--- src/design/mti_ram.sv ---
// Generic single-write, single-read RAM with registered read data.
module mti_ram #(
   parameter int WIDTH = 8,
   parameter int DEPTH = 16
) (
   input  logic                     clock,
   input  logic                     wr_en,
   input  logic [$clog2(DEPTH)-1:0] wr_addr,
   input  logic [WIDTH-1:0]         wr_data,
   input  logic [$clog2(DEPTH)-1:0] rd_addr,
   output logic [WIDTH-1:0]         rd_data
);
   logic [WIDTH-1:0] mem [DEPTH];
   logic [WIDTH-1:0] rd_data_ff;

   always_ff @(posedge clock) begin
      if (wr_en) begin
         mem[wr_addr] <= wr_data;
      end
      rd_data_ff <= mem[rd_addr];
   end

   assign rd_data = rd_data_ff;
endmodule

--- config.mk ---
export PLATFORM = sky130hd
export DESIGN_NAME = mti_ram
export DESIGN_NICKNAME = d
export VERILOG_FILES = /design/src/design/mti_ram.sv
export SDC_FILE = /design/constraint.sdc
export NUM_CORES = 1
export LEC_CHECK = 0
export BUFFER_PORTS_ARGS = -buffer_cell sky130_fd_sc_hd__clkbuf_2
export CAP_MARGIN = 20
export CELL_PAD_IN_SITES_DETAIL_PLACEMENT = 1
export CELL_PAD_IN_SITES_GLOBAL_PLACEMENT = 2
export CORE_MARGIN = 4
export CORE_UTILIZATION = 40
export CTS_BUF_LIST = sky130_fd_sc_hd__clkbuf_4 sky130_fd_sc_hd__clkbuf_8
export DETAILED_ROUTE_END_ITERATION = 8
export PLACE_DENSITY = 0.77
export RECOVER_POWER = 25
export REMOVE_ABC_BUFFERS = 1
export SETUP_SLACK_MARGIN = 0.02
export SLEW_MARGIN = 20
export SYNTH_ARGS = -nofsm -noshare
export SYNTH_HDL_FRONTEND = slang
export SYNTH_SLANG_ARGS = --single-unit
--- constraint.sdc ---
create_clock -name clock -period 3.1 [get_ports clock]
set_clock_uncertainty 0.15 [all_clocks]
set_input_delay 0.775 -clock clock [delete_from_list [all_inputs] [get_ports clock]]
set_output_delay 0.775 -clock clock [all_outputs]
set_load 0.05 [all_outputs]
Yosys cells after proc, flatten, opt, wreduce, memory -nomap -nowiden
Memories as Yosys holds them, arrays and structs flattened. A register that Yosys moved wholly into a read port is not among the register bits.
Cells that the tools add are included.
{"block": "totals", "register_bits": 0, "ram_bits": 128, "out_inout_bits": 8, "wordCells": 3, "n_memories": 1}
{"name": "mem", "words": 16, "width": 8, "rd": 1, "rd_clocked_by_memory_dff": 1, "write_ports": 1, "line_no": "13", "rtl": "logic [WIDTH-1:0] mem [DEPTH];"}
{"block": "op_classes", "mux": 2}
{"operator": "$mux W1", "n": 2}

Logic depth before layout (Yosys ltp)
Gate-level depths: netlist of run 1.
{"block": "logic_depth", "ltp_word": 2, "ltp_mapped": 5, "depth_no_buf": 3}

Least setup slack after synthesis of run 1
OpenSTA, ideal clock, no wires.
{"block": "synth_timing", "kind": "input port to flip-flop", "startpoint": "input port wr_addr[2]", "endpoint": "memory mem[0][0] (enable)", "setup_ns": 0.383, "arrival_time_ns": 1.885, "setup_slack_ns": 0.682, "cell_stages": 2, "cell_sequence": "or3b_2 nor3_1"}
{"element": "start, declared", "line_no": "8", "rtl": "input logic [$clog2(DEPTH)-1:0] wr_addr,"}
{"element": "end, declared", "line_no": "13"}
No word-level cell before the write port.

Worst setup path after layout of run 1
{"block": "layout_timing", "startpoint": "register rd_data_ff[5], in the netlist rd_data[5] (read register of mem)", "endpoint": "output port rd_data[5]"}
{"element": "start, declared", "line_no": "14", "rtl": "logic [WIDTH-1:0] rd_data_ff;"}
{"element": "end, declared", "line_no": "11", "rtl": "output logic [WIDTH-1:0] rd_data"}
No word-level cell between the ends.

==> reports/qor.txt, run 1 <==
crit end category - primary output
clk_lat worst skew - 430 ps
slew margin rel. - 0.512
DR WL/cell - 20.7 microns
Die X - 121 microns
Final Max Slew Viols - 0
cell count after synthesis - 229
largest net degree at the start of global routing - 33
GP Congestion - 0.692
Worst Reg-to-Reg Cells - 3
first-pass GRT wire length - 15100 microns
grt ovf - 0
Final HPWL DP - 6310 microns
Initial Utilization - 0.408
area of the multi-input gates - 1060 sq um
main flop type after synthesis - edfxtp_1
syn_area_per_cell - 22.5 sq um
routed vias/inst - 5.17
die area - 14700 sq um
Final period util - 0.644
Worst-Margin Slew - 729 ps
number of global-route vias before repair - 2603
I/O pin cnt - 26
# diodes - 0
GRT Util Overall - 0.145
CTS Buf Count - 17
FF-to-FF End - rd_data[2]$_DFF_P_
Final ANT Viol Nets - 0
clock buffer depth - 2
fmax - 501 MHz
clock power share - 0.359
vias - 2413
CTS tree - done
total power - 3.58 mW
worst endpoint required time - 2170 ps
RSZ-0062 raised after global routing - no
Stages on worst setup path - 1
CTS sink count - 136
Mapped Area - 5150 sq um
number of synthesized register bits - 136
CP arrival - 1070 ps
biggest cell delay along the critical path - 360 ps
reg2reg start - mem[1][2]$_DFFE_PP_
outcome - completed
Seq/Total Area, Yosys - 0.778
Static Leakage - 1.99 nW
internal reg-to-reg setup slack - 1600 ps
Post-synth EDFFs - 128
final hold vios - 0
Setup Fix Bufs, Post-CTS - 0
DP Area - 5570 sq um
Worst-path clk slew - 70 ps
CP bufs+invs - 1
final core utilization - 0.470
Die H - 121 microns
critical path type - register to primary output
pwr dens - 604 nW/um^2
critical-path cell list - clkbuf_2
initial antenna violation count - 0
1st-pass router iterations - 4
Root Buffer Master - clkbuf_8
fin nets - 300
CP max stage cell - dfxtp_1
Routed WL - 9660 microns
Site Rows - 41
H-Tree Level Count - 4
core box area - 12600 sq um
ratio of cells with drive above 1 in the final layout - 0.305
Comb pwr share - 0.063
worst-path fanout max - 1
fill count - 1189
P_sw - 0.738 mW
cell family with most CP delay - flip-flops
final instance area - 5930 sq um
hold_sp - mem[14][5]$_DFFE_PP_
Remaining DRCs - 0
WHS Path Cells - 3
port bufs - 25
Worst Hold Path EP - rd_data[5]$_DFF_P_
CP Launch Type - register
Reg area - 4000 sq um
worst vdd ir - 0.224 mV
final worst path period need - 2000 ps
Cell Int Power - 2.84 mW
Unique masters post-synth - 19
P&R area growth vs syn - 15.1%
post-CTS resize count - 0
Setup Total Neg Slack - 0 ps
DRT iter0 DRCs - 195
yosys warns - 0
async set or reset register ratio after synthesis - 0
Sw Share - 0.206
Final setup viols - 0
cts hold-fix bufs - 0
HP Class - register to register
Seq pwr share - 0.578
Max Cap Viol - 0
[worst max-delay path by stage]
stage / to / start
floorplan: mem[0][0]$_DFFE_PP_ / wr_addr[2]
global placement: rd_data[2]$_DFF_P_ / rd_addr[0]
detailed placement: rd_data[2]$_DFF_P_ / rd_addr[1]
CTS: rd_data[5] / rd_data[5]$_DFF_P_
global route: rd_data[5] / rd_data[5]$_DFF_P_
finish: rd_data[5] / rd_data[5]$_DFF_P_
[synthesized netlist by cell type, drive strengths merged, types with 2 or more instances]
master	count	area, sq um
buf	7	56.3
nand3b	2	15.0
a22oi	16	120
clkdlybuf4s25	3	30.0
nor2	13	48.8
nand2b	2	12.5
edfxtp	128	3840
nor3	4	20.0
dfxtp	8	160
mux4	32	773
nand2	9	33.8
[sequential cells by signal, summed over array words and instances (netlist names)]
name	flops
rd_data	8
mem	128
[metal layers]
layer,global-route usage,up-vias,wire [microns]
met2,0.230,76,4820
met1,0.191,1249,4190
li1,-,1074,-
met5,0,-,0
met3,0.0420,14,506
met4,0.0546,0,144
[power groups by stage]
| stage | clock network [mW] | registers (mW) | logic (mW) |
|---|---|---|---|
| after floorplan | 0 | 2.15 | 0.0824 |
| after global placement | 0 | 2.11 | 0.227 |
| after detailed placement | 0 | 2.11 | 0.232 |
| after CTS | 1.33 | 2.07 | 0.233 |
| after global routing | 1.42 | 2.07 | 0.245 |
| final | 1.29 | 2.07 | 0.227 |
[final cells by class]
cell class | count | share of cell area
clock inverter | 3 | 0.00253
tap | 172 | 0.0363
timing repair buffer | 44 | 0.0483
sequential | 136 | 0.676
clock buffer | 29 | 0.0589
multi-input combinational | 83 | 0.178
[layout by cell type (no fill, tap or decap), drive strengths merged]
| cell | n |
|---|---|
| clkinv | 3 |
| and2b | 1 |
| nand3b | 2 |
| or3b | 1 |
| nor2 | 13 |
| a22oi | 16 |
| nor3 | 4 |
| clkbuf | 54 |
| nor2b | 1 |
| nand2b | 2 |
| edfxtp | 128 |
| buf | 19 |
| mux4 | 32 |
| and2 | 1 |
| nand2 | 9 |
| nand3 | 1 |
| dfxtp | 8 |
[metrics by stage]
stage	cells	setup slack (ps)	hold WS, ps
floorplan	219	682	479
global placement	435	671	502
detailed placement	435	652	506
CTS	467	1040	522
global route	467	1040	560
finish	467	1100	524
[kinds of logic after synthesis]
group | count (synthesis) | share of synthesized area
compound gates | 16 | 0.0233
buf+inv | 10 | 0.0168
flops | 136 | 0.778
mux | 32 | 0.150
simple gates | 35 | 0.0318
Power figures use the tool's default switching activity.
==> run 2: changes to the inputs <==
Settings changed: PLACE_DENSITY 0.77 to 0.8.
Clock period 3.1 ns to 1.78 ns, I/O delays scaled along.
==> reports/qor.txt, run 2 (synthesized netlist as in run 1, its figures left out) <==
DRT iter0 DRCs - 184 (-5.6%)
die area - 14700 sq um (unchanged)
crit end category - primary output
worst-path fanout max - 1 (unchanged)
slew margin rel. - 0.482 (-0.0304)
CTS Buf Count - 17 (unchanged)
CP Launch Type - register
critical path type - register to primary output
DR WL/cell - 21.8 microns (+5.6%)
Worst Reg-to-Reg Cells - 3 (unchanged)
P_sw - 1.36 mW (+84%)
Sw Share - 0.210 (+0.00431)
number of global-route vias before repair - 2718 (+4.4%)
total power - 6.47 mW (+81%)
grt ovf - 0 (unchanged)
Final HPWL DP - 6880 microns (+9.0%)
Seq pwr share - 0.556 (-0.022)
critical-path cell list - clkbuf_2
post-CTS resize count - 0 (unchanged)
Stages on worst setup path - 1 (unchanged)
DP Area - 5640 sq um (+1.3%)
grt met1 use - 0.207 (+0.0153)
RSZ-0062 raised after global routing - no
Final ANT Viol Nets - 0 (unchanged)
core box area - 12600 sq um (unchanged)
Remaining DRCs - 0 (unchanged)
cts hold-fix bufs - 0 (unchanged)
# diodes - 0 (unchanged)
Site Rows - 41 (unchanged)
H-Tree Level Count - 4 (unchanged)
cell family with most CP delay - flip-flops
commonest cells after routing, fill and taps aside - 128 x edfxtp_1, 24 x buf_4, 19 x clkbuf_2, 18 x mux4_2, 17 x clkbuf_8
1st-pass router iterations - 4 (unchanged)
clock power share - 0.379 (+0.020)
P&R area growth vs syn - 16.9%
met2 Usage GRT - 0.256 (+0.0259)
final instance area - 6020 sq um (+1.5%)
I/O pin cnt - 26 (unchanged)
CP max stage cell - dfxtp_1
largest net degree at the start of global routing - 23 (-30%)
biggest cell delay along the critical path - 360 ps (about the same)
outcome - completed
Cell Int Power - 5.11 mW (+80%)
clk_lat worst skew - 430 ps (about the same)
Final period util - 0.941
Reg with most FFs - mem
Setup Fix Bufs, Post-CTS - 0 (unchanged)
HP Class - primary input to register
max reg flops - 128 (unchanged)
GRT Util Overall - 0.159 (+0.0142)
vias - 2444 (+1.3%)
met3 Usage GRT - 0.0429 (+0.000932)
pwr dens - 1080 nW/um^2 (+78%)
Comb pwr share - 0.065 (+0.002)
Worst-Margin Slew - 775 ps (+46.7 ps)
ratio of cells with drive above 1 in the final layout - 0.301 (-0.00376)
Worst-path clk slew - 70 ps (about the same)
CP arrival - 1080 ps (about the same)
Initial Utilization - 0.408 (unchanged)
final hold vios - 0 (unchanged)
worst endpoint required time - 1180 ps (-990 ps)
most common cell after layout, fill and taps aside - edfxtp_1
WHS Path Cells - 1 (-2)
CP bufs+invs - 1 (unchanged)
CTS tree - done
GP Congestion - 0.710 (+2.6%)
port bufs - 25 (unchanged)
final worst path period need - 1670 ps
Max Cap Viol - 0 (unchanged)
Final setup viols - 0 (unchanged)
Top Usage Layer GRT - met2
Routed WL - 10400 microns (+7.2%)
Die H - 121 microns (unchanged)
Root Buffer Master - clkbuf_8
Final Max Slew Viols - 0 (unchanged)
first-pass GRT wire length - 16500 microns (+8.8%)
Die X - 121 microns (unchanged)
CTS sink count - 136 (unchanged)
internal reg-to-reg setup slack - 250 ps (-1350 ps)
fmax - 597 MHz
worst vdd ir - 0.530 mV (+140%)
initial antenna violation count - 0 (unchanged)
routed vias/inst - 5.16 (-0.21%)
Static Leakage - 2.02 nW (+1.5%)
clock buffer depth - 2 (unchanged)
worst hold margin - 319 ps (-205 ps)
fin nets - 308 (+2.7%)
-- run 2: changes by cell type in the layout (fill, tap and decap cells not counted), sizes merged --
| cell | previous run | this run |
|---|---|---|
| clkinv | 3 | 7 |
| clkbuf | 54 | 44 |
| bufinv | 0 | 3 |
| clkinvlp | 0 | 2 |
| buf | 19 | 27 |
-- run 2: per-stage QoR --
| stage | std cells | TNS, ps | setup WS [ps] | utilization |
|---|---|---|---|---|
| after floorplan | 219 | -4190 | -308 | - |
| after global placement | 443 | -2530 | -226 | 0.447 |
| after detailed placement | 443 | -3650 | -254 | 0.447 |
| after CTS | 474 | 0 | 73.3 | 0.477 |
| after global routing | 474 | 0 | 42.1 | 0.477 |
| final | 474 | 0 | 106 | 0.477 |
-- run 2: worst paths after layout --
path,start,to
max,rd_data[5]$_DFF_P_,rd_data[5]
min,wr_data[0],mem[4][0]$_DFFE_PP_
max reg2reg,mem[1][0]$_DFFE_PP_,rd_data[0]$_DFF_P_
min reg2reg,mem[13][6]$_DFFE_PP_,rd_data[6]$_DFF_P_
-- run 2: cell type report --
| class | instances | area (sq um) |
|---|---|---|
| clock buffers | 19 | 249 |
| clock inverters | 12 | 134 |
| fillers | 1198 | 6600 |
| multi-input cells | 83 | 1060 |
| flip-flops and latches | 136 | 4000 |
| well taps | 172 | 215 |
| repair buffers | 52 | 358 |
-- run 2: per-layer routing --
layer	vias up	share of wire
met4	0	0.018
met2	61	0.50
met1	1279	0.43
li1	1091	-
met3	13	0.044
met5	-	0
-- run 2: power groups by stage --
| stage | Combinational, mW | Sequential [mW] | Clock (mW) |
|---|---|---|---|
| final | 0.418 | 3.60 | 2.45 |
| after global routing | 0.452 | 3.61 | 2.71 |
| after CTS | 0.428 | 3.60 | 2.52 |
| after detailed placement | 0.427 | 3.67 | 0 |
| after global placement | 0.410 | 3.67 | 0 |
| after floorplan | 0.144 | 3.74 | 0 |
==> run 3: changes to the inputs <==
Clock period 1.78 ns to 1.4 ns, I/O delays scaled along.
==> reports/qor.txt, run 3 (synthesized netlist as in run 1, its figures left out) <==
clock buffer depth - 2 (unchanged)
max reg flops - 128 (unchanged)
Reg with most FFs - mem
critical path type - register to register
H-Tree Level Count - 4 (unchanged)
P&R area growth vs syn - 20.7%
# diodes - 0 (unchanged)
vias - 2517 (+3.0%)
biggest cell delay along the critical path - 520 ps (+160 ps)
Final ANT Viol Nets - 0 (unchanged)
CTS sink count - 136 (unchanged)
core box area - 12600 sq um (unchanged)
most common cell after layout, fill and taps aside - edfxtp_1
final hold vios - 0 (unchanged)
DRT iter0 DRCs - 205 (+11%)
Setup Total Neg Slack - -383 ps (-383 ps)
Root Buffer Master - clkbuf_8
HP Class - primary input to register
total power - 8.33 mW (+29%)
commonest cells after routing, fill and taps aside - 128 x edfxtp_1, 32 x mux4_2, 26 x buf_4, 21 x clkbuf_8, 13 x nor2_1
grt ovf - 0 (unchanged)
port bufs - 25 (unchanged)
Die H - 121 microns (unchanged)
fin nets - 312 (+1.3%)
violated checks - negative setup slack
Final Max Slew Viols - 0 (unchanged)
outcome - finished, violations left
Remaining DRCs - 0 (unchanged)
placed instance count - 446 (+0.68%)
fmax - 683 MHz
largest net degree at the start of global routing - 21 (-8.7%)
fill count - 1193 (-0.42%)
die area - 14700 sq um (unchanged)
Initial Utilization - 0.408 (unchanged)
routed vias/inst - 5.25 (+1.9%)
GRT Util Overall - 0.165 (+0.00558)
crit end category - register
clk_lat worst skew - 440 ps (about the same)
GP Congestion - 0.719 (+1.2%)
CTS tree - done
Worst-path clk slew - 70 ps (about the same)
setup ws final - -64.9 ps (-170 ps)
worst endpoint required time - 1570 ps (+390 ps)
1st-pass router iterations - 4 (unchanged)
worst hold margin - 219 ps (-99.7 ps)
slew margin rel. - 0.304 (-0.178)
number of global-route vias before repair - 2713 (-0.18%)
CP max stage cell - mux4_2
Static Leakage - 2.06 nW (+1.7%)
worst-path fanout max - 1 (unchanged)
DR WL/cell - 22.8 microns (+4.4%)
RSZ-0062 raised after global routing - yes
first-pass GRT wire length - 16900 microns (+2.6%)
Die X - 121 microns (unchanged)
initial antenna violation count - 0 (unchanged)
CP arrival - 1640 ps (+560 ps)
cell family with most CP delay - multiplexers
pwr dens - 1340 nW/um^2 (+25%)
final worst path period need - 1460 ps
ratio of cells with drive above 1 in the final layout - 0.433 (+0.132)
Final setup viols - 13 (+13)
CTS Buf Count - 17 (unchanged)
Routed WL - 10900 microns (+5.5%)
I/O pin cnt - 26 (unchanged)
cts hold-fix bufs - 0 (unchanged)
Max Cap Viol - 0 (unchanged)
CP Launch Type - register
Final HPWL DP - 7120 microns (+3.6%)
worst vdd ir - 0.940 mV (+78%)
Final period util - 1.05
Layout Cells excl Fill - 479 (+1.1%)
Site Rows - 41 (unchanged)
Worst-Margin Slew - 1040 ps (+265 ps)
CP bufs+invs - 0 (-1)
critical-path cell list - mux4_2, a22oi_2, nand2_1
## run 3: area by class of cell
| cell class | instances | area (sq um) | share of cell area |
|---|---|---|---|
| Timing Repair Buffer | 56 | 533 | 0.0858 |
| Sequential cell | 136 | 4010 | 0.646 |
| Clock inverter | 4 | 43.8 | 0.00705 |
| Clock buffer | 28 | 342 | 0.0550 |
| Tap cell | 172 | 215 | 0.0346 |
| Multi-Input combinational cell | 83 | 1060 | 0.171 |
## run 3: where the power goes
part           switching, mW  internal (mW)  leakage (nW)  total, mW
clock                   1.35           1.72         0.207       3.07
sequential            0.0403           4.56          1.22       4.60
combinational          0.362          0.302         0.626      0.665
total                   1.75           6.58          2.06       8.33
## run 3: worst register-to-register path: stages, from the launching register on
cell and delay (ps):
edfxtp_1 380, mux4_2 520, a22oi_2 230, nand2_1 70
## run 3: metrics by stage
stage | setup slack, ps | cell area [sq um] | util
2_1_floorplan | -593 | 5060 | -
3_5_place_dp | -550 | 5660 | 0.449
5_1_grt | -115 | 6210 | 0.492
4_1_cts | -99.4 | 6210 | 0.492
3_3_place_gp | -509 | 5660 | 0.449
6_report | -64.9 | 6210 | 0.492
## run 3: worst paths after layout
kind,startpoint,end,slack (ps),cells past startpoint
min,wr_data[4],mem[1][4]$_DFFE_PP_,220,1
max reg2reg,mem[6][7]$_DFFE_PP_,rd_data[7]$_DFF_P_,-60,3
max,mem[6][7]$_DFFE_PP_,rd_data[7]$_DFF_P_,-60,3
min reg2reg,mem[14][2]$_DFFE_PP_,rd_data[2]$_DFF_P_,530,3
## run 3: timing repair
action	4_1_cts	5_1_grt
setup buffers	0	0
pin swaps	18	3
gates resized for setup	56	5
setup endpoints to repair	16	16
cloned	1	0
## run 3: per-layer routing
layer  vias up  share of wire  global-route usage
li1       1085              -                   -
met1      1324           0.43               0.214
met2        89           0.50               0.258
met3        19          0.059              0.0508
met4         0          0.020              0.0707
met5         -              0                   0
