### src/design/mti_pkg.sv
// Shared types, constants and helper widths for the material table interpolator.
package mti_pkg;

   localparam int FREQ_W = 40;
   localparam int VAL_W  = 32;
   localparam int CNT_W  = 7;
   localparam int IDX_W  = 6;
   localparam int MA_W   = 35;                // multiplicand width of the shared unit
   localparam int PROD_W = MA_W + FREQ_W;     // product, dividend and quotient width
   localparam int STEP_W = $clog2(PROD_W + 1);
   localparam int ENTRY_W = FREQ_W + 5 * VAL_W;

   // eta0 * c / (2 * pi), rounded
   localparam logic [MA_W-1:0] LOSS_K = 35'd17975103585;

   typedef enum logic [2:0] {
      ST_OK        = 3'd0,
      ST_ZERO_FREQ = 3'd1,
      ST_RANGE     = 3'd2,
      ST_INVALID   = 3'd3,
      ST_EMPTY     = 3'd4
   } status_type;

   typedef enum logic [2:0] {
      S_IDLE,
      S_SCAN_RD,
      S_SCAN_CHK,
      S_DECIDE,
      S_OP_START,
      S_OP_WAIT,
      S_FINISH
   } state_type;

   typedef enum logic [2:0] {
      OP_EPS_RE,
      OP_EPS_IM,
      OP_MU_RE,
      OP_MU_IM,
      OP_COND,
      OP_LOSS
   } op_type;

   typedef enum logic [2:0] {
      MD_IDLE,
      MD_MUL,
      MD_DIV,
      MD_RND,
      MD_DONE
   } md_state_type;

   localparam logic KIND_LOAD  = 1'b0;
   localparam logic KIND_QUERY = 1'b1;

   typedef struct packed {
      logic                     kind;
      logic [IDX_W-1:0]         entry_index;
      logic [FREQ_W-1:0]        freq_hz;
      logic signed [VAL_W-1:0]  eps_re;
      logic signed [VAL_W-1:0]  eps_im;
      logic signed [VAL_W-1:0]  mu_re;
      logic signed [VAL_W-1:0]  mu_im;
      logic [VAL_W-1:0]         conductivity;
   } req_type;

   typedef struct packed {
      logic [2:0]               status;
      logic signed [VAL_W-1:0]  out_eps_re;
      logic signed [VAL_W-1:0]  out_eps_im;
      logic signed [VAL_W-1:0]  out_mu_re;
      logic signed [VAL_W-1:0]  out_mu_im;
   } rsp_type;

   typedef struct packed {
      logic [FREQ_W-1:0] freq;
      logic [VAL_W-1:0]  eps_re;
      logic [VAL_W-1:0]  eps_im;
      logic [VAL_W-1:0]  mu_re;
      logic [VAL_W-1:0]  mu_im;
      logic [VAL_W-1:0]  cond;
   } entry_type;

endpackage

### src/design/mti_muldiv.sv
// Bit-serial unit computing round(a * b / d), ties up: shift-add then restoring divide.
module mti_muldiv (
   input  logic                       clock,
   input  logic                       reset,
   input  logic                       start,
   input  logic [mti_pkg::MA_W-1:0]   a,
   input  logic [mti_pkg::FREQ_W-1:0] b,
   input  logic [mti_pkg::FREQ_W-1:0] d,
   output logic                       done,
   output logic [mti_pkg::PROD_W-1:0] q
);
   import mti_pkg::*;

   md_state_type      state_ff, state_in;
   logic [STEP_W-1:0] step_ff, step_in;
   logic [MA_W-1:0]   a_ff, a_in;
   logic [FREQ_W-1:0] b_ff, b_in;
   logic [FREQ_W-1:0] d_ff, d_in;
   logic [PROD_W-1:0] acc_ff, acc_in;
   logic [FREQ_W-1:0] rem_ff, rem_in;

   logic [FREQ_W:0]   psum;
   logic [FREQ_W:0]   trial;
   logic              ge;
   logic              rnd_up;

   assign psum   = {1'b0, acc_ff[PROD_W-1:MA_W]} + (a_ff[0] ? {1'b0, b_ff} : '0);
   assign trial  = {rem_ff, acc_ff[PROD_W-1]};
   assign ge     = trial >= {1'b0, d_ff};
   assign rnd_up = {rem_ff, 1'b0} >= {1'b0, d_ff};

   // next state
   always_comb begin
      state_in = state_ff;
      case (state_ff)
         MD_IDLE: if (start) state_in = MD_MUL;
         MD_MUL:  if (step_ff == STEP_W'(MA_W - 1)) state_in = MD_DIV;
         MD_DIV:  if (step_ff == STEP_W'(PROD_W - 1)) state_in = MD_RND;
         MD_RND:  state_in = MD_DONE;
         MD_DONE: state_in = MD_IDLE;
         default: state_in = MD_IDLE;
      endcase
   end

   // datapath
   always_comb begin
      step_in = step_ff;
      a_in    = a_ff;
      b_in    = b_ff;
      d_in    = d_ff;
      acc_in  = acc_ff;
      rem_in  = rem_ff;
      case (state_ff)
         MD_IDLE: begin
            if (start) begin
               a_in    = a;
               b_in    = b;
               d_in    = d;
               acc_in  = '0;
               rem_in  = '0;
               step_in = '0;
            end
         end
         MD_MUL: begin
            acc_in  = {psum, acc_ff[MA_W-1:1]};
            a_in    = a_ff >> 1;
            step_in = (step_ff == STEP_W'(MA_W - 1)) ? '0 : step_ff + 1'b1;
         end
         MD_DIV: begin
            rem_in  = ge ? FREQ_W'(trial - {1'b0, d_ff}) : trial[FREQ_W-1:0];
            acc_in  = {acc_ff[PROD_W-2:0], ge};
            step_in = step_ff + 1'b1;
         end
         MD_RND: begin
            if (rnd_up) acc_in = acc_ff + 1'b1;
         end
         default: ;
      endcase
   end

   always_ff @(posedge clock) begin
      if (reset) begin
         state_ff <= MD_IDLE;
      end else begin
         state_ff <= state_in;
      end
      step_ff <= step_in;
      a_ff    <= a_in;
      b_ff    <= b_in;
      d_ff    <= d_in;
      acc_ff  <= acc_in;
      rem_ff  <= rem_in;
   end

   // outputs
   always_comb begin
      done = (state_ff == MD_DONE);
      q    = acc_ff;
   end

   a_start_idle: assert property (@(posedge clock) disable iff (reset)
      start |-> state_ff == MD_IDLE)
      else $error("muldiv started while busy");
   a_rem_below: assert property (@(posedge clock) disable iff (reset)
      state_ff == MD_RND |-> rem_ff < d_ff)
      else $error("remainder not below divisor");
   a_done_pulse: assert property (@(posedge clock) disable iff (reset)
      done |=> !done)
      else $error("done held more than one cycle");
endmodule

### config.mk
export PLATFORM = sky130hd
export DESIGN_NAME = mti_muldiv
export DESIGN_NICKNAME = d
export VERILOG_FILES = /design/src/design/mti_pkg.sv /design/src/design/mti_muldiv.sv
export SDC_FILE = /design/constraint.sdc
export NUM_CORES = 1
export LEC_CHECK = 0
export BUFFER_PORTS_ARGS = -buffer_cell sky130_fd_sc_hd__buf_2
export CAP_MARGIN = 20
export CORE_UTILIZATION = 54
export DETAILED_ROUTE_END_ITERATION = 6
export PLACE_DENSITY = 0.79
export SYNTH_ARGS = -nofsm -noshare
export SYNTH_HDL_FRONTEND = slang
export SYNTH_SLANG_ARGS = --single-unit
### constraint.sdc
create_clock -name clock -period 7.9 [get_ports clock]
set_input_delay 0.395 -clock clock [delete_from_list [all_inputs] [get_ports clock]]
set_output_delay 0.395 -clock clock [all_outputs]
set_load 0.03 [all_outputs]
======== Word-level counts from Yosys, hierarchy flattened ========
Cells that the tools add are included.
storage, ports and cells
  flip-flop bits (word level) ............. 240
  bits of input ports ..................... 118
  output and inout bits ................... 76
  logic and storage cells ................. 50
cells by class
  $add $sub $neg .......................... 4
  order comparisons ....................... 2
  equality and inequality tests ........... 10
  mux-type cells .......................... 16
  reduce and logical (&&, ||, !) cells .... 11
operators by type and width
  operator                                                                number
  75-bit case mux with 4 select lines                                     1
  75-bit 2-to-1 mux                                                       2
  40-bit 2-to-1 mux                                                       3
  41-bit by 40-bit greater-or-equal comparator with 1-bit output          2
  40-bit case mux with 2 select lines                                     1
  75-bit by 1-bit adder with 75-bit output (second input constant)        1
  35-bit case mux with 2 select lines                                     1
  40-bit by 40-bit adder with 41-bit output                               1
  40-bit subtractor                                                       1
  35-bit 2-to-1 mux                                                       1
  7-bit case mux with 3 select lines                                      1
  7-bit 2-to-1 mux                                                        2
  3-bit case mux with 4 select lines                                      1
  3-bit 2-to-1 mux                                                        3
  2-bit inequality test (second input constant)                           4
  2-bit AND reduction                                                     4
  7-bit by 1-bit adder with 7-bit output (second input constant)          1
  7-bit by 6-bit equality test with 1-bit output (second input constant)  1
  7-bit equality test (second input constant)                             1
  3-bit by 2-bit equality test with 1-bit output (second input constant)  2
  3-bit AND reduction                                                     2
  2-bit nonzero test                                                      2
  4-bit nonzero test                                                      1
  3-bit by 1-bit equality test with 1-bit output (second input constant)  1
  3 further kinds                                                         3

======== Logic depth before layout (Yosys ltp) ========
Gate-level depths: netlist (run 1).
  word-level depth ........................ 3
  depth in mapped cells ................... 14
  depth with buffers taken out ............ 13

======== Least setup slack after synthesis (run 1) ========
OpenSTA, ideal clock, no wires.
  path kind ............................... reg2reg
  from .................................... reg rem_ff[19]
  to ...................................... reg acc_ff[0] (netlist: q[0]) (enable)
  library setup time ...................... 600 ps
  arrival time ............................ 6,906 ps
  required time ........................... 7,300 ps
  setup slack ............................. 394 ps
  cell stages (with the launch flop) ...... 10
  path buffers ............................ 1
  period minus slack after synthesis ...... 7,506 ps
  cell sequence ........................... edfxtp_1 -> ha_1 -> buf_2 -> nand4_1 -> or3_1 -> nor2b_1 -> o211ai_1 -> nand3_1 -> nor2_1 -> nor3_1
between the ends
  word-level cells in the longest chain between the ends .. 3
ends and longest elaborated chain
  element                                                         line              RTL
  start: declaration                                              mti_muldiv.sv:20  logic [FREQ_W-1:0] rem_ff, rem_in;
  start signal: assignment                                        mti_muldiv.sv:92  rem_ff <= rem_in;
  41-bit by 40-bit greater-or-equal comparator with 1-bit output  mti_muldiv.sv:30  assign rnd_up = {rem_ff, 1'b0} >= {1'b0, d_ff};
  2-bit inequality test (no source line)                          -
  3-bit AND reduction (no source line)                            -
  end signal: assignment                                          mti_muldiv.sv:91  acc_ff <= acc_in;
  end: declaration                                                mti_muldiv.sv:19  logic [PROD_W-1:0] acc_ff, acc_in;
No other way between the ends.
A chain may end at the register's enable or synchronous reset.

======== Final worst setup path (run 1) ========
  from .................................... reg a_ff[0]
  to ...................................... reg acc_ff[70] (netlist: q[70]) (data pin)
between the ends
  word-level cells in the longest chain between the ends .. 3
ends and longest elaborated chain
  element                                    line              RTL
  start: declaration                         mti_muldiv.sv:16  logic [MA_W-1:0] a_ff, a_in;
  start signal: assignment                   mti_muldiv.sv:88  a_ff <= a_in;
  40-bit 2-to-1 mux                          mti_muldiv.sv:27  assign psum = {1'b0, acc_ff[PROD_W-1:MA_W]} + (a_ff[0] ? {1'b0, b_ff} : '0);
  40-bit by 40-bit adder with 41-bit output  mti_muldiv.sv:27
  75-bit case mux with 4 select lines        mti_muldiv.sv:53  case (state_ff)
  named net acc_in[70]                       mti_muldiv.sv:19
The timed path passes the listed nets, and every way through them passes these cells.

==> results of run 1 <==
## layout make-up
type	count	share of cell area
diodes	2	0.0002723
clock buffers	36	0.04092
clock inverters	16	0.007217
inverters	67	0.01375
multi-input cells	1330	0.4559
flip-flops and latches	240	0.3907
well taps	384	0.02614
repair buffers	220	0.06509
## cells by family after synthesis
family                     Yosys count  share of synthesized area
AOI/OAI and AO/OA                  480                     0.1922
muxes                                8                   0.005030
and+or+nand+nor                    651                     0.1954
xor gates and xnor gates           106                    0.05741
DFF                                240                     0.4438
adders and majority gates           85                    0.06670
buffers and inverters              159                    0.03946
## cell usage after synthesis (15+ instances only)
master,n,share of area
nand2_1,274,0.064
edfxtp_1,237,0.44
a21oi_1,112,0.035
nor2_1,103,0.024
o21ai_0,101,0.031
ha_1,83,0.064
nand3_1,77,0.024
inv_1,67,0.016
clkbuf_1,64,0.015
xnor2_1,61,0.033
and2_1,50,0.019
a21o_1,47,0.022
xor2_1,45,0.024
nand4_1,35,0.014
o22ai_1,32,0.012
a32oi_1,29,0.016
and3_1,27,0.010
a211oi_1,22,0.010
a22oi_1,22,0.010
a31oi_1,20,0.0077
nor3_1,18,0.0056
nand2b_1,16,0.0062
buf_2,15,0.0046
## metal layers
metal | vias up | track usage | routed length (µm)
li1 | 6723 | - | -
met4 | 0 | 0.07101 | 901
met3 | 67 | 0.03264 | 3091
met5 | - | 0 | 0
met2 | 535 | 0.4215 | 18640
met1 | 6559 | 0.3645 | 18180
## metrics by stage
| step | util | setup slack, ns | hold WS, ns |
|---|---|---|---|
| floorplan | - | 0.3937 | 0.4674 |
| global placement | 0.5969 | 4.222 | 0.4878 |
| detailed placement | 0.5969 | 4.005 | 0.4951 |
| CTS | 0.6293 | 3.965 | 0.0001557 |
| global route | 0.6317 | 3.661 | 0.001902 |
| finish | 0.6317 | 3.962 | 0.01283 |
## worst max-delay path: stages (launching register included)
cell and delay, ns:
edfxtp_1 0.35, buf_4 0.32, and2_1 0.19, ha_1 0.18
inv_1 0.06, fa_1 0.37, nand2b_1 0.19, a211oi_1 0.41
o211ai_1 0.24, a21oi_1 0.33, a21oi_1 0.20, o311ai_2 0.37
a31oi_1 0.17, xor2_1 0.17, o22ai_1 0.10
## final timing paths
path                                from  depth (start not counted)  slack [ns]       end
worst min-delay path               b[34]                          1        0.01  b_ff[34]
worst max register to register   a_ff[0]                         14        3.96     q[70]
worst max-delay path             a_ff[0]                         14        3.96     q[70]
worst min register to register  a_ff[14]                          2        0.50  a_ff[13]
## power breakdown
group          internal [mW]  switching, mW  total, mW
logic                  0.741           1.33       2.07
clock network          0.734          0.515       1.25
registers               1.74          0.283       2.02
## registers in the layout (all words and copies together) (netlist names)
register  flops
a_ff         35
q            75
b_ff         40
state_ff      3
step_ff       7
d_ff         40
rem_ff       40
## what timing repair did
item	CTS	global route
hold endpoints to repair	6	6
hold buffers	6	6
resized for setup	0	0
==> impl_metrics.tcl, run 1 <==
set metrics [dict create \
    cts_buffers 28 \
    multi_input_area_um2 8378 \
    critPathCaptureType "register" \
    crit_path_max_fanout 40 \
    synth_fp_nets 1932 \
    wl_um 40820 \
    layout_commonest_cell "nand2_1" \
    antenna_found_initial 2 \
    clock_latency_ns 0.56 \
    slew_viol_final 0 \
    post-cts-setup-buffers 0 \
    ys_seq_area_frac 0.4438 \
    vias 13884 \
    start_util 0.5559 \
    synth_ff_type "edfxtp_1" \
    layout.nets 2090 \
    finalWeightedCongestion 0.9277 \
    grt_max_degree 110 \
    numClockSinks 240 \
    fp.dieH_um 175.0 \
    first_iter_violations 1136 \
    numPortBuffers 193 \
    htreeDepth 1 \
    synth_warnings 0 \
    cts_root_buffer "clkbuf_16" \
    vdd_drop_max_mv 0.1683 \
    synth_seq_cells 240 \
    synth_area_per_cell_um2 9.353 \
    grt_pass1_vias 13077 \
    n_fill_cell 2462 \
    ios 194 \
    fin_area_um2 18380 \
    hold_viol 0 \
    run_status "finished, final reports clean" \
    fp.coreArea_um2 29090 \
    vias_per_cell 6.050 \
    fp.dieW_um 175.0 \
    syn_inst 1729 \
    slew_headroom 0.2760 \
    num_rows 62 \
    p_leak_nw 7.467 \
    areaGrowthSynthToFinish_pct 13.65 \
    die_area_um2 30640 \
    post-route-period-util 0.4985 \
    cp.arrival_ns 4.19 \
    maxCapViolCount 0 \
    rsz0062_at_grt "no" \
    finalPower_mw 5.334 \
    final_cell_mix "274 x nand2_1, 237 x edfxtp_1, 193 x buf_2" \
    grt_overflow_total 0 \
    tns_ns 0 \
    numPlacedInstances 2228 \
    netlist_area_um2 16170 \
    placed_cell_area_um2 17360 \
    path_class "reg -> reg" \
    p_per_area_nw_per_um2 290.2 \
    grt_pass1_wl_um 65180 \
    hp-class "in -> reg" \
    synth.distinct_cells 80 \
    worst_setup_path_start_kind "register" \
    grtUsageTotal 0.2592 \
    synth-edff-count 237 \
    async_flop_share 0 \
    worst_pin_slew_ns 1.086 \
    cts_tree "built" \
    instances_no_fill 2295 \
    path_clk_slew_ns 0.06 \
    regArea_um2 7181 \
    fmax_ghz 0.2539 \
    hpwl_um 28300 \
    fin_crit_ns 3.938 \
    drc_errors 0 \
    drt_pre_antenna_iters 5 \
    antenna_left 0 \
    wl_per_cell_um 17.79 \
    clk_path_buf_depth 3 \
    cp_data_required_time_ns 8.15 \
    skew_ns 0.02901 \
    drive_gt1_frac 0.1461 \
    setup-violations-final 0 \
]
(Power assumes the default switching activity.)
==> inputs of run 2 (changes only) <==
CORE_UTILIZATION = 55   (was 54)
PLACE_DENSITY = 0.77   (was 0.79)
clock period = 4.1 ns   (was 7.9 ns; I/O delays follow)
==> run 2 against run 1 <==
Compared with the run above:
- wire length increased by 10%
- sequential power increased by 93%
- flip-flop and latch count unchanged
- first-iteration DRC count increased by 37%
- largest power group unchanged
- die area decreased by 1.8%
- total power increased by 95%
- sequential share of layout area decreased by 2.2 points
==> impl_metrics.tcl, run 2 (synthesis gave the netlist of run 1 again) <==
set metrics [dict create \
    finalWeightedCongestion 0.9160 \
    ios 194 \
    numClockSinks 240 \
    antenna_left 0 \
    fin_area_um2 19470 \
    htreeDepth 1 \
    grt_pass1_wl_um 71640 \
    run_status "finished, final reports clean" \
    antenna_found_initial 1 \
    layout_commonest_cell "nand2_1" \
    die_area_um2 30090 \
    p_per_area_nw_per_um2 534.5 \
    vdd_drop_max_mv 0.4190 \
    drive_gt1_frac 0.1436 \
    clock_latency_ns 0.54 \
    clk_path_buf_depth 3 \
    fp.dieW_um 173.5 \
    hold_viol 0 \
    fp.coreArea_um2 28780 \
    cts_root_buffer "clkbuf_16" \
    grtUsageTotal 0.2928 \
    swShare 0.3997 \
    path_clk_slew_ns 0.06 \
    p_comb_frac 0.397 \
    hold_start "a[0]" \
    ctsResizeCount 0 \
    numPortBuffers 193 \
    worst_pin_slew_ns 1.087 \
    crit_slowest_cell "a2111oi_0" \
    fp.dieH_um 173.5 \
    post-route-period-util 0.9100 \
    p_leak_nw 7.956 \
    skew_ns 0.01256 \
    critPathCaptureType "register" \
    largest_reg_flops 75 \
    slew_headroom 0.2755 \
    first_iter_violations 1558 \
    r2r_start "a_ff[0]" \
    finalPower_mw 10.41 \
    hpwl_um 29990 \
    rsz0062_at_grt "no" \
    vias_per_cell 6.109 \
    worst_setup_path_start_kind "register" \
    setup-violations-final 0 \
    slew_viol_final 0 \
    vias 14685 \
    wl_per_cell_um 18.69 \
    cp.arrival_ns 4.00 \
    wl_um 44930 \
    crit_chain "buf_4 > nand2_1 > fa_1 > nand2b_1 > a211oi_1 > o211ai_1 > a2111oi_0 > nor2b_1 > o21ai_1 > a21oi_1 > xor2_1 > o22ai_1" \
    grt_max_degree 76 \
    fmax_ghz 0.2680 \
    tns_ns 0 \
    clockPowerShare 0.228 \
    cp_data_required_time_ns 4.37 \
    grt_pass1_vias 13830 \
    hold_ws_ns 0.07584 \
    areaGrowthSynthToFinish_pct 20.40 \
    fin_crit_ns 3.731 \
    p_int_mw 6.247 \
    layout.nets 2204 \
    switchingPower_mw 4.159 \
    crit_path_max_fanout 39 \
    drc_errors 0 \
    drt_pre_antenna_iters 6 \
    grt_overflow_total 0 \
    cts_tree "built" \
    max_stage_delay_ns 0.51 \
    path_class "reg -> reg" \
    seq_power_share 0.375 \
    cts_buffers 27 \
    placed_cell_area_um2 17470 \
    maxCapViolCount 0 \
    start_util 0.5619 \
    num_rows 62 \
    final_cell_mix "274 x nand2_1, 237 x edfxtp_1, 194 x buf_2" \
    critPathLaunch "a_ff[0]" \
    hp-class "in -> reg" \
]
run 2: cell types whose count changed in the layout (fill, tap and decap cells not counted), sizes merged:
cell,previous run,this run
inv,67,66
buf,207,220
clkinv,11,13
bufinv,2,3
clkinvlp,3,0
clkbuf,37,32
diode,2,1
dlygate4sd3,12,115
run 2: through the flow:
step,setup WS (ns),cells,utilization
after floorplan,0.04760,1729,-
after global placement,0.5144,2240,0.6071
after detailed placement,0.4061,2240,0.6071
after CTS,0.3906,2402,0.6762
after global routing,0.1649,2404,0.6765
final,0.3688,2404,0.6765
run 2: final timing paths:
path | to | slack (ns) | cells past startpoint
hold reg to reg | a_ff[11] | 0.51 | 2
setup / recovery | q[72] | 0.37 | 12
setup reg to reg | q[72] | 0.37 | 12
hold / removal | a_ff[0] | 0.08 | 3
run 2: worst max-delay path: cells and delay by family, from the launching register on:
| family | cells | cell delay (ns) |
|---|---|---|
| compound gates | 6 | 1.64 |
| xor+xnor | 1 | 0.18 |
| fa+ha+maj | 1 | 0.46 |
| buf+inv | 1 | 0.30 |
| flops | 1 | 0.34 |
| simple gates | 3 | 0.53 |
run 2: power groups by stage:
stage	logic, mW	registers, mW	clock network [mW]
after floorplan	2.63	4.13	0
after global placement	3.89	3.90	0
after detailed placement	3.96	3.92	0
after CTS	4.07	3.88	2.40
after global routing	4.50	3.97	2.47
final	4.13	3.90	2.37
run 2: layer usage:
metal	share of wire	track usage	vias up
met5	0	0	-
met2	0.45	0.4578	700
met4	0.030	0.09808	0
li1	-	-	6936
met3	0.080	0.03816	98
met1	0.44	0.4198	6951
run 2: what timing repair did:
action                                 4_1_cts  5_1_grt
endpoints found under the hold margin      117        0
hold buffers                               115        0
setup buffers                                0        0
run 2: area by class of cell:
class / count / area [µm²]
flip-flops and latches: 240 / 7181
clock inverters: 15 / 143.9
fillers: 2216 / 9311
well taps: 384 / 480.5
multi-input cells: 1330 / 8384
clock buffers: 32 / 694.4
diodes: 1 / 2.502
inverters: 67 / 252.7
repair buffers: 335 / 2330
==> inputs of run 3 (changes only) <==
PLACE_DENSITY = 0.72   (was 0.77)
==> run 3 against run 2 <==
Compared with the run above:
- first-iteration DRC count shrank 6.0%
- global-route usage shrank 0.45 points
- wire length shrank 2.1%
- critical path depth is the same
- critical path type unchanged
- largest power group unchanged
==> impl_metrics.tcl, run 3 (synthesis gave the netlist of run 1 again) <==
set metrics [dict create \
    run_status "finished, final reports clean" \
    vias 14333 \
    numPortBuffers 193 \
    grt_pass1_wl_um 70650 \
    grt_overflow_total 0 \
    max_stage_delay_ns 0.43 \
    antenna_left 0 \
    htreeDepth 1 \
    swShare 0.3959 \
    crit_chain "buf_4 > nand2_1 > fa_1 > nand2b_1 > a211oi_1 > o211ai_1 > a21oi_1 > a21oi_1 > o311ai_2 > a31oi_1 > xor2_1 > o22ai_1" \
    fp.dieH_um 173.5 \
    r2r_start "a_ff[0]" \
    path_clk_slew_ns 0.06 \
    hold_path_depth 3 \
    switchingPower_mw 4.208 \
    cpMostUsedCell "a21oi_1" \
    post-route-period-util 0.9130 \
    clock_latency_ns 0.57 \
    numClockSinks 240 \
    layout_commonest_cell "nand2_1" \
    cp_data_required_time_ns 4.38 \
    finalWeightedCongestion 0.9306 \
    wl_um 43980 \
    hold_start "a[0]" \
    drc_errors 0 \
    num_rows 62 \
    areaGrowthSynthToFinish_pct 21.36 \
    cts_root_buffer "clkbuf_16" \
    p_leak_nw 8.028 \
    worst-path-buf-inv 1 \
    p_comb_frac 0.391 \
    ios 194 \
    numPlacedInstances 2244 \
    crit_path_max_fanout 39 \
    largest_reg_flops 75 \
    fin_crit_ns 3.743 \
    instances_no_fill 2414 \
    die_area_um2 30090 \
    critPathLaunch "a_ff[0]" \
    holdPathEnd "a_ff[0]" \
    finalPower_mw 10.63 \
    start_util 0.5619 \
    worst_setup_path_start_kind "register" \
    multi_input_area_um2 8387 \
    rr_endpoint "q[70]" \
    setup-violations-final 0 \
    hp-class "in -> reg" \
    crit_slowest_cell "fa_1" \
    drt_pre_antenna_iters 5 \
    critPathCaptureType "register" \
    grtUsageTotal 0.2883 \
    cp.arrival_ns 4.02 \
    hold_ws_ns 0.05069 \
    clockPowerShare 0.244 \
    grt_pass1_vias 13379 \
    clk_path_buf_depth 3 \
    maxCapViolCount 0 \
    path_class "reg -> reg" \
    reg2regPathDepth 12 \
    grt_max_degree 73 \
    n_fill_cell 2259 \
    final_cell_mix "274 x nand2_1, 237 x edfxtp_1, 193 x buf_2" \
    fp.coreArea_um2 28780 \
    vdd_drop_max_mv 0.4094 \
    wl_per_cell_um 18.22 \
    hold_viol 0 \
    rsz0062_at_grt "no" \
    regArea_um2 7181 \
    antenna_found_initial 2 \
    fmax_ghz 0.2671 \
    p_per_area_nw_per_um2 541.6 \
    slew_viol_final 0 \
    crit_family "compound AO/OA/AOI/OAI gates" \
    post-cts-setup-buffers 0 \
    slew_headroom 0.3090 \
    layout.nets 2209 \
    rrSetupSlack_ns 0.36 \
    cts_buffers 29 \
    seq_power_share 0.365 \
    vias_per_cell 5.937 \
    drive_gt1_frac 0.1489 \
    fp.dieW_um 173.5 \
    first_iter_violations 1464 \
    tns_ns 0 \
    skew_ns 0.01576 \
    cts_tree "built" \
    hpwl_um 29430 \
    p_int_mw 6.420 \
    worst_pin_slew_ns 1.030 \
]
run 3: cell types whose count changed in the layout (fill, tap and decap cells not counted), moves of 2 or more:
cell,before,now
clkinvlp_4,0,2
buf_4,25,28
inv_6,0,2
clkbuf_16,27,29
run 3: worst max path at each step:
stage                 end  slack (ns)  cells past startpoint
floorplan            q[0]        0.05                      9
global placement    q[70]        0.55                     12
detailed placement  q[70]        0.41                     12
CTS                 q[70]        0.40                     12
global route        q[72]        0.18                     12
finish              q[70]        0.36                     12
run 3: final cells by class:
cell class | instances | area share
multi-input combinational | 1330 | 0.4274
timing repair buffer | 338 | 0.1206
inverter | 67 | 0.01288
clock inverter | 20 | 0.01077
antenna | 2 | 0.0002550
tap | 384 | 0.02448
sequential | 240 | 0.3659
clock buffer | 33 | 0.03774
run 3: power by group through the flow:
stage	sequential, mW	combinational [mW]	clock (mW)
5_1_grt	3.95	4.54	2.71
6_report	3.88	4.16	2.59
4_1_cts	3.86	4.11	2.62
2_1_floorplan	4.13	2.63	0
3_3_place_gp	3.89	3.93	0
3_5_place_dp	3.91	4.00	0
run 3: what timing repair did:
action                    CTS  global route
hold endpoints to repair  117             0
resized for setup           0             0
hold buffers              115             0
run 3: through the flow:
step | util | area [µm²] | setup slack, ns
after CTS | 0.6817 | 19620 | 0.3951
after floorplan | - | 16180 | 0.04760
after global routing | 0.6818 | 19620 | 0.1835
final | 0.6819 | 19630 | 0.3565
after global placement | 0.6086 | 17520 | 0.5508
after detailed placement | 0.6086 | 17520 | 0.4058
run 3: worst reg2reg max path: stages, from the launching register on:
cell	delay (ns)
edfxtp_1	0.34
buf_4	0.30
nand2_1	0.17
fa_1	0.43
nand2b_1	0.20
a211oi_1	0.43
o211ai_1	0.22
a21oi_1	0.35
a21oi_1	0.22
o311ai_2	0.39
a31oi_1	0.16
xor2_1	0.16
o22ai_1	0.09
run 3: routing by layer:
layer | GRT usage | routed length (µm)
met4 | 0.08628 | 1207
met3 | 0.03618 | 3188
met1 | 0.4201 | 19960
met2 | 0.4490 | 19630
met5 | 0 | 0
